File: config.mk
export PLATFORM = sky130hd
export DESIGN_NAME = apct_ctrl
export DESIGN_NICKNAME = d
export VERILOG_FILES = /design/src/rtl/core/apct_pkg.sv /design/src/rtl/core/apct_ctrl.sv
export SDC_FILE = /design/constraint.sdc
export NUM_CORES = 1
export LEC_CHECK = 0
export ABC_AREA = 1
export BUFFER_PORTS_ARGS = -buffer_cell sky130_fd_sc_hd__buf_4
export CAP_MARGIN = 20
export CORE_AREA = 4 4 41 43
export CTS_BUF_LIST = sky130_fd_sc_hd__clkbuf_8
export DETAILED_ROUTE_END_ITERATION = 8
export DIE_AREA = 0 0 45 47
export PLACE_DENSITY_LB_ADDON = 0.3
export SYNTH_ARGS = -nofsm -noshare
export SYNTH_HDL_FRONTEND = slang
export SYNTH_SLANG_ARGS = --single-unit
File: constraint.sdc
create_clock -name clock -period 2.6 [get_ports clock]
set_input_delay 0 -clock clock [delete_from_list [all_inputs] [get_ports clock]]
set_output_delay 0 -clock clock [all_outputs]
set_load 0.01 [all_outputs]
File: src/rtl/core/apct_pkg.sv
`timescale 1ns / 1ps
package apct_pkg;

   localparam int COORD_BITS = 20;
   localparam int ID_BITS = 32;
   localparam int KEY_BITS = 2 * ID_BITS;
   localparam int PAIR_SLOTS_DEFAULT = 256;

   localparam logic [1:0] EV_NONE  = 2'd0;
   localparam logic [1:0] EV_ENTER = 2'd1;
   localparam logic [1:0] EV_STAY  = 2'd2;
   localparam logic [1:0] EV_EXIT  = 2'd3;

   typedef struct packed {
      logic [ID_BITS-1:0]           left_id;
      logic [ID_BITS-1:0]           right_id;
      logic signed [COORD_BITS-1:0] left_x;
      logic signed [COORD_BITS-1:0] left_y;
      logic signed [COORD_BITS-1:0] left_w;
      logic signed [COORD_BITS-1:0] left_h;
      logic signed [COORD_BITS-1:0] right_x;
      logic signed [COORD_BITS-1:0] right_y;
      logic signed [COORD_BITS-1:0] right_w;
      logic signed [COORD_BITS-1:0] right_h;
      logic                         left_active;
      logic                         right_active;
   } req_payload_type;

   typedef struct packed {
      logic [1:0] contact_event;
      logic       boxes_overlap;
      logic       table_overflow;
   } rsp_payload_type;

   typedef struct packed {
      logic load;
      logic step;
      logic commit;
   } cmd_type;

   typedef struct packed {
      logic scan_done;
   } status_type;

endpackage

File: src/rtl/core/apct_ctrl.sv
`timescale 1ns / 1ps
module apct_ctrl (
   input  logic                 clock,
   input  logic                 reset,
   input  logic                 req_valid,
   output logic                 req_ready,
   output logic                 rsp_valid,
   input  logic                 rsp_ready,
   input  apct_pkg::status_type status,
   output apct_pkg::cmd_type    cmd
);
   import apct_pkg::*;

   localparam logic [1:0] S_IDLE   = 2'd0;
   localparam logic [1:0] S_SCAN   = 2'd1;
   localparam logic [1:0] S_DECIDE = 2'd2;
   localparam logic [1:0] S_OUT    = 2'd3;

   logic [1:0] state_ff;
   logic [1:0] state_in;

   always_comb begin
      state_in = state_ff;
      cmd = '0;
      req_ready = 1'b0;
      rsp_valid = 1'b0;
      unique case (state_ff)
         S_IDLE: begin
            req_ready = 1'b1;
            if (req_valid) begin
               cmd.load = 1'b1;
               state_in = S_SCAN;
            end
         end
         S_SCAN: begin
            cmd.step = 1'b1;
            if (status.scan_done) begin
               state_in = S_DECIDE;
            end
         end
         S_DECIDE: begin
            cmd.commit = 1'b1;
            state_in = S_OUT;
         end
         S_OUT: begin
            rsp_valid = 1'b1;
            if (rsp_ready) begin
               state_in = S_IDLE;
            end
         end
         default: state_in = S_IDLE;
      endcase
   end

   always_ff @(posedge clock) begin
      if (reset) begin
         state_ff <= S_IDLE;
      end else begin
         state_ff <= state_in;
      end
   end

   a_load_from_idle: assert property (@(posedge clock) disable iff (reset)
      cmd.load |=> state_ff == S_SCAN) else $error("load did not start a scan");
   a_commit_then_out: assert property (@(posedge clock) disable iff (reset)
      cmd.commit |=> rsp_valid) else $error("commit not followed by a result");
   a_out_holds: assert property (@(posedge clock) disable iff (reset)
      rsp_valid && !rsp_ready |=> rsp_valid) else $error("result dropped");
endmodule

==> flow_results.org, run 1 <==
** Synthesis
- Nets in the synthesized netlist :: 36
- Post-Synthesis Cell Area :: roughly 180 sq um
- Yosys mapped the design onto 7 distinct sky130hd cell types.
- Yosys printed 0 warnings.
- Count of state elements after synthesis :: 2
- Sequential share of the synthesized area :: 0.225
- Synth Instances :: 27
- Each instance of the synthesized netlist takes up on average between 6 and 7 sq um.

** Clock network
- The clock net in this run drives a total of 2 sinks.
- Clock-pin slew was measured on the worst setup and hold paths at roughly 30 ps.
- Buffers inserted during post-CTS setup optimization :: 0
- In this run the number of H-tree levels came out at 1.
- Gates resized during post-CTS repair numbered 0.
- TritonCTS built the clock tree.
- Clock tree synthesis selected as its root buffer the cell sky130_fd_sc_hd__clkbuf_8.
- Number of buffers created by CTS :: 3
- Hold repair after CTS inserted 0 buffers.
- Number of buffers between clock root and the deepest sink :: 2
- The clock reaches the later pin of the worst-skew pair after 210 ps.

** Setup path
- Setup crit end kind :: flop
- Worst R2R End :: state_ff[0]$_SDFFE_PP0P_
- The most critical setup path has its startpoint at state_ff[0]$_SDFFE_PP0P_.
- The number of cells on the worst reg-to-reg path is 5.
- The slowest stage of the critical path belongs to the cell sky130_fd_sc_hd__dfxtp_1.
- In this run the worst path has a maximum fanout of 4.
- Worst EP required :: 2700 ps
- Crit start category :: flop
- Arrival time at the worst endpoint :: 1260 ps
- Biggest cell delay along the critical path :: 340 ps
- The cell that appears most often on the critical path is sky130_fd_sc_hd__nor2_1.
- The worst setup path is of the flop to flop kind.
- Critical path, cell by cell :: inv_1, ha_1, or2_0, nor2_1, nor2_1
- The setup check on the worst reg-to-reg path leaves a slack of 1440 ps.
- Startpoint of the worst-slack reg-to-reg timing path :: state_ff[0]$_SDFFE_PP0P_

** STA
- Shortest clock period the worst path allows after layout :: about 1200 ps
- Relative slew margins :: 0.919
- Timing would allow up to 0.862 GHz.
- The number of hold violations in the final report was 0.
- Final setup skew :: around 1.3 ps
- For the pin with the worst max-slew slack, the measured transition is between 100 and 150 ps.
- In the finished design, the share of the clock period the worst path needs comes to 0.446.
- Setup violations remaining at the end of the flow were counted as 0.
- Unrepaired setup endpoints after global routing :: false
- The max-slew violation count was 0.
- Summed over all failing endpoints, the final setup total negative slack is 0 ps.

** Layout
- The largest registers in the layout are state_ff (2).
- Proportion of layout cells with a drive suffix above 1 :: 0.333
- Fillcell total :: 160
- Final nets :: 50
- The number of antenna diodes in the final layout is 0.
- Area of combinational cells with multiple inputs :: 111 sq um
- The register with the most flip-flops in the layout has 2 of them.
- Post-route design area :: about 300 sq um
- Summing all flip-flop and latch instances after layout gives ~40 sq um.
- More flip-flops sit in one register than any other, and that register is state_ff.
- Area Growth Syn to Fin :: 71.8%

** Power and ir drop
- For this design the ratio of total power to cell area is roughly 1200 nW/um^2.
- For this design the static power due to leakage is 0.185 nW.
- Across the VDD grid, the largest voltage drop is a little under 0.4 mV.

** Route
- In this run, the number of DRC markers left after iteration 0 of detailed routing was 4.
- Final antenna-violating net count :: 0
- In the final routed layout, each cell accounts on average for 6.74 um.
- Total vias in the final route :: 178
- After detailed routing, the number of vias per cell comes to approximately 3.3.
- In the routed design, unresolved DRC markers number 0.
- Total wire length after detailed routing :: approximately 360 um
- For this run, the detailed router's first-pass iteration total came to 4.

** Global route
- Pin count of the biggest net entering global routing :: 5
- Global route total overflow :: 0
- Global-route wire length before repair :: 510 um
- Initial antenna violation count :: 0
- The number of global-route vias before repair is 132.
- GRT Total Usage :: 0.0386

** Flow run
- MaxCap Viol Count :: 0

** Placement
- Buffers placed on the I/O ports in this run total 9.
- DPL Wire Length :: 306 um
- After detailed placement, the total cell area comes to around 260 sq um.
- Routability congestion estimate from global placement :: 0.682

** Hold path
- Depth of the worst hold-timing path :: 4
- The startpoint identified for the worst hold timing path is reset.
- The path with the worst hold slack has its endpoint at state_ff[0]$_SDFFE_PP0P_.
- Path class of the lowest-slack min-delay path :: primary input to flop

** Die
- Die outline width :: 45 um
- Std-Cell Core Area :: 1300 sq um
- The initial utilization of the core area, before any placement, comes to 0.137.
- Overall die height :: 47 um
- IO Count :: 10
- The floorplan has 13 rows.
- The die covers approximately 2100 sq um.

** Status
- Status :: completed
==> critical path, delay by kind of cell, from the launching register on <==
kind	cells	cell delay, ps
simple gates	3	390
flops	1	340
fa+ha+maj	1	240
buf+inv	1	80
==> where the power goes <==
group          leakage (nW)  internal (mW)  switching (mW)
logic                 0.146         0.0881          0.0973
registers            0.0167         0.0459          0.0106
clock network        0.0216         0.0977          0.0219
total                 0.185          0.232           0.130
==> how the worst max path moves through the flow <==
stage,end
6_report,state_ff[0]$_SDFFE_PP0P_
5_1_grt,state_ff[0]$_SDFFE_PP0P_
4_1_cts,state_ff[0]$_SDFFE_PP0P_
3_5_place_dp,state_ff[0]$_SDFFE_PP0P_
3_3_place_gp,state_ff[0]$_SDFFE_PP0P_
2_1_floorplan,state_ff[0]$_SDFFE_PP0P_
==> per-stage QoR <==
stage | cells | hold slack, ps | utilization | setup slack, ps | total power, mW
floorplan | 27 | 98.0 | - | 1470 | 0.176
global placement | 51 | 253 | 0.203 | 1420 | 0.246
detailed placement | 51 | 254 | 0.203 | 1440 | 0.245
CTS | 54 | 35.4 | 0.235 | 1430 | 0.370
global route | 54 | 61.5 | 0.235 | 1360 | 0.398
finish | 54 | 36.5 | 0.235 | 1440 | 0.361
==> cells in the final DEF (no fill, tap or decap) <==
master,instances
sky130_fd_sc_hd__nand2_1,8
sky130_fd_sc_hd__dfxtp_1,2
sky130_fd_sc_hd__buf_4,9
sky130_fd_sc_hd__ha_1,4
sky130_fd_sc_hd__or2_0,1
sky130_fd_sc_hd__nand3_2,1
sky130_fd_sc_hd__nor2_1,4
sky130_fd_sc_hd__inv_1,7
sky130_fd_sc_hd__clkbuf_8,3
==> cells in the mapped netlist, drive strengths merged <==
cell | n | area share
dfxtp | 2 | 0.23
ha | 4 | 0.28
inv | 7 | 0.15
nand2 | 8 | 0.17
nand3 | 1 | 0.056
nor2 | 4 | 0.084
or2 | 1 | 0.035
==> cells by family (layout without fill, tap and decap cells) <==
| kind of cell | Yosys count | count (layout) | synth area share |
|---|---|---|---|
| DFF | 2 | 2 | 0.225 |
| buffers and inverters | 7 | 19 | 0.148 |
| and+or+nand+nor | 14 | 14 | 0.345 |
| adders and majority gates | 4 | 4 | 0.282 |
==> per-layer routing <==
layer | vias to the layer above | global-route usage | share of wire
li1 | 100 | - | -
met1 | 64 | 0.0473 | 0.39
met2 | 14 | 0.0311 | 0.30
met3 | 0 | 0.0536 | 0.31
met4 | 0 | 0.0175 | 0
met5 | - | 0 | 0
==> final cells by class <==
class | instances | area share
timing repair buffer | 9 | 0.221
clock buffer | 3 | 0.135
inverter | 7 | 0.0861
tap | 15 | 0.0615
sequential | 2 | 0.131
multi-input combinational | 18 | 0.365
Power figures use the tool's default switching activity.
==> run 2: changes to the inputs <==
Settings changed: ABC_AREA 1 to 0.
Clock period 2.6 ns to 1.1 ns, I/O delays scaled along.
==> flow_results.org, run 2 <==
** Route
- For this block, the via count after detailed routing is roughly 200.
- Total wire length after detailed routing :: 512 um
- Final antenna-violating net count :: 0
- Using the TritonRoute via totals, the vias-per-cell ratio works out to between 3 and 4.
- Final routed DRC violation total :: 0
- For this block, the initial DRC count from the detailed router was 0.
- Routed len/inst :: 9.66 um
- For this run, the detailed router's first-pass iteration total came to 1.

** Hold path
- The path class of the tightest hold or removal check is primary input to flop.
- In this run the most critical hold path is launched from req_valid.

** Die
- The initial utilization of the core area, before any placement, comes to 0.133.
- The die covers 2120 sq um.
- Die outline width :: 45 um
- After floorplanning, the core was sized to cover 1300 sq um.
- Measured along the y axis, the die boundary spans ~47 um.
- Floorplan row count :: 13
- IO Count :: 10

** STA
- On the final layout, the worst clock skew is approximately 5.7 ps.
- The max-slew violation count came to 0.
- Shortest clock period the worst path allows after layout :: 1200 ps
- Across all setup checks in the final design, the least slack found is -99.9 ps.
- Unrepaired setup endpoints after global routing :: true
- Tightest Pin Transition :: roughly 260 ps
- Crit share post-route :: 1.09
- Setup violators final :: 4
- Achievable clock frequency :: between 0.8 and 0.9 GHz
- Headroom to the max-slew limit came out at 0.828.
- Count of final hold-check violations :: 0
- Hold is met by between 200 and 250 ps.

** Layout
- Antenna fix cells :: 0
- The filler cells instantiated in the layout total 146.
- Area Growth Syn to Fin :: 157%
- In the final design database the tool counted 48 nets.
- Measured on the finished design, the core utilization comes to 0.341.
- The finished layout holds 53 standard cells, fillers aside.
- The library cell used most frequently in the layout, excluding fill and tap cells, is sky130_fd_sc_hd__buf_4.
- The register with the most flip-flops in the layout has 2 of them.
- Ranked by flip-flop count, first place goes to state_ff.
- Leaving out fill and tap cells, the most frequent cells in the layout are sky130_fd_sc_hd__buf_4 (14), sky130_fd_sc_hd__ha_4 (4), sky130_fd_sc_hd__clkbuf_8 (3).
- Proportion of layout cells with a drive suffix above 1 :: 0.789
- The largest registers in the layout are state_ff (2).

** Synthesis
- Most used standard cell by instance count after synthesis :: sky130_fd_sc_hd__ha_1
- The share of synthesized area in the top cell type comes to 0.290.
- By count the netlist is led by sky130_fd_sc_hd__ha_1 (4), sky130_fd_sc_hd__inv_1 (3), sky130_fd_sc_hd__dfxtp_1 (2), sky130_fd_sc_hd__nand2b_1 (2).
- Average size of a mapped cell :: 9.59 sq um
- Synth Instances :: 18
- The largest total area in the synthesized netlist belongs to sky130_fd_sc_hd__ha_1.
- When the netlist entered floorplanning its net count stood at 27.
- Largest cells by area after synthesis :: sky130_fd_sc_hd__ha_1 (29%), sky130_fd_sc_hd__dfxtp_1 (23%), sky130_fd_sc_hd__nor2b_4 (8.0%)
- Count of state elements after synthesis :: 2
- For this run, the leading register cell type out of synthesis is sky130_fd_sc_hd__dfxtp_1.
- The share of the Yosys chip area taken by registers is 0.232.
- The synthesized design contains 0 enable-type register cells.
- Counting distinct cell types in the post-synthesis netlist gives 11.
- Post-Synthesis Cell Area :: 173 sq um
- Counting flops with an async set or reset pin after synthesis yields a share of 0.
- Synth warnings :: 0

** Setup path
- Startpoint of the worst-slack reg-to-reg timing path :: state_ff[1]$_SDFFE_PP0P_
- By startpoint and endpoint, the worst setup path is classified as flop to flop.
- Crit start category :: flop
- Biggest cell delay along the critical path :: 370 ps
- Data on the critical path is required at its endpoint by ~1200 ps.
- In this run the worst setup path begins at state_ff[1]$_SDFFE_PP0P_.
- Library cell contributing the largest single delay on the critical path :: sky130_fd_sc_hd__dfxtp_4
- STA classifies the critical path endpoint as a flop.
- Arrival time at the worst endpoint :: 1330 ps
- Critical path, cell by cell :: inv_4, ha_4, nor2b_4, a211o_1, a211oi_2
- Critical path fanouts, max :: 3

** Power and ir drop
- Fraction of power consumed by the clock network :: 0.242
- Int Power :: just over 0.8 mW
- Of the total power, the share spent switching nets is 0.341.
- Portion of total power attributed to sequential cells :: 0.161
- Combinational Power Share :: 0.597
- Lkg Pwr :: 0.197 nW
- IR analysis of the VDD net gives a maximum drop of 1.02 mV.
- The analysis attributes to net switching a power of 0.419 mW.
- Power spread over the standard cell area amounts to 2760 nW/um^2.

** Placement
- DPL Wire Length :: 404 um
- At the end of routability-driven placement, the weighted congestion stood at about 0.60.
- Counting tap cells, the placed design contains a total of between 40 and 50 instances.
- Buffers added on ports :: 9

** Clock network
- Count of clock tree sinks :: 2
- At the later pin of the worst-skew pair, clock insertion delay measures between 200 and 250 ps.
- Number of buffers created by CTS :: 3
- Clock-pin slew was measured on the worst setup and hold paths at 30 ps.
- The clock passes through at most 2 buffers.
- Clock tree from TritonCTS :: done
- Master cell of the clock root buffer :: sky130_fd_sc_hd__clkbuf_8
- CTS built an H-tree with a depth of 1.

** Global route
- Initial antenna violation count :: 0
- The first global-routing pass estimated 855 um of wire.
- GRT Total Usage :: 0.0583
- Entering global routing, the biggest net connects 4 pins.
- The number of global-route vias before repair came to 239.
- After global routing the overflow that remains totals 0.

** Status
- The run finished, with violations left.
- Violated checks :: setup timing

** Flow run
- MaxCap Viol Count :: 0
==> run 2: cell count changes after synthesis, sizes merged <==
cell,before,now
nand2b,0,2
and2,0,1
or2,1,0
nor4,0,1
a211oi,0,1
nor2b,0,2
nand3,1,0
inv,7,3
mux2i,0,1
nor2,4,0
a211o,0,1
nand2,8,0
==> run 2: power by group through the flow <==
stage	Clock [mW]	Combinational (mW)	Sequential [mW]
finish	0.297	0.733	0.197
global route	0.312	0.809	0.204
CTS	0.310	0.698	0.197
detailed placement	0	0.586	0.175
global placement	0	0.563	0.175
floorplan	0	0.312	0.172
==> run 2: final cells by class <==
cell class / count / area [sq um] / share of cell area
Multi-Input combinational cell: 13 / 190 / 0.428
Timing Repair Buffer: 16 / 126 / 0.285
Sequential cell: 2 / 47.5 / 0.107
Clock buffer: 3 / 41.3 / 0.0930
Tap cell: 15 / 18.8 / 0.0423
Inverter: 3 / 16.3 / 0.0366
Clock inverter: 1 / 3.75 / 0.00845
==> run 2: worst paths after layout <==
kind / endpoint / slack, ps / cells after the start
setup reg to reg: state_ff[0]$_SDFFE_PP0P_ / -100 / 5
hold reg to reg: state_ff[0]$_SDFFE_PP0P_ / 650 / 3
hold / removal: state_ff[0]$_SDFFE_PP0P_ / 210 / 4
setup / recovery: state_ff[0]$_SDFFE_PP0P_ / -100 / 5
==> run 2: metal layers <==
metal / vias to the layer above / part of all wire / track usage / wire length (um)
met5: - / 0 / 0 / 0
li1: 98 / - / - / -
met3: 0 / 0.078 / 0.0115 / 40
met1: 90 / 0.37 / 0.0564 / 188
met4: 0 / 0 / 0.0702 / 0
met2: 7 / 0.55 / 0.0960 / 283
==> run 2: kinds of logic (layout without fill, tap and decap cells) <==
logic type / count (synthesis) / in the layout / synth area share
AND/OR/NAND/NOR: 6 / 6 / 0.261
adder cells (fa/ha/maj): 4 / 4 / 0.290
buffers and inverters: 3 / 23 / 0.0652
AO/OA/AOI/OAI: 2 / 2 / 0.0942
flip-flops: 2 / 2 / 0.232
multiplexers: 1 / 1 / 0.0580
==> run 2: critical path, delay by kind of cell, from the launching register on <==
| family | cells | cell delay [ps] |
|---|---|---|
| AO/OA/AOI/OAI | 2 | 430 |
| flip-flops | 1 | 370 |
| adder cells (fa/ha/maj) | 1 | 150 |
| AND/OR/NAND/NOR | 1 | 120 |
| buffers and inverters | 1 | 50 |
==> run 2: through the flow <==
step                      power [mW]  worst slack (ps)  setup TNS, ps  area (sq um)
after detailed placement       0.761              -135           -221           329
final                           1.23             -99.9           -284           444
after global routing            1.32              -155           -442           444
after floorplan                0.483             -93.1           -154           213
after global placement         0.739              -143           -221           329
after CTS                       1.21              -105           -343           423
==> run 2: what timing repair did <==
action | CTS | global route
endpoints found under the hold margin | 1 | 0
endpoints found under the setup margin | 5 | 4
resized for setup | 8 | 2
hold buffers | 1 | 0
pin swaps | 1 | 0
setup buffers | 1 | 1
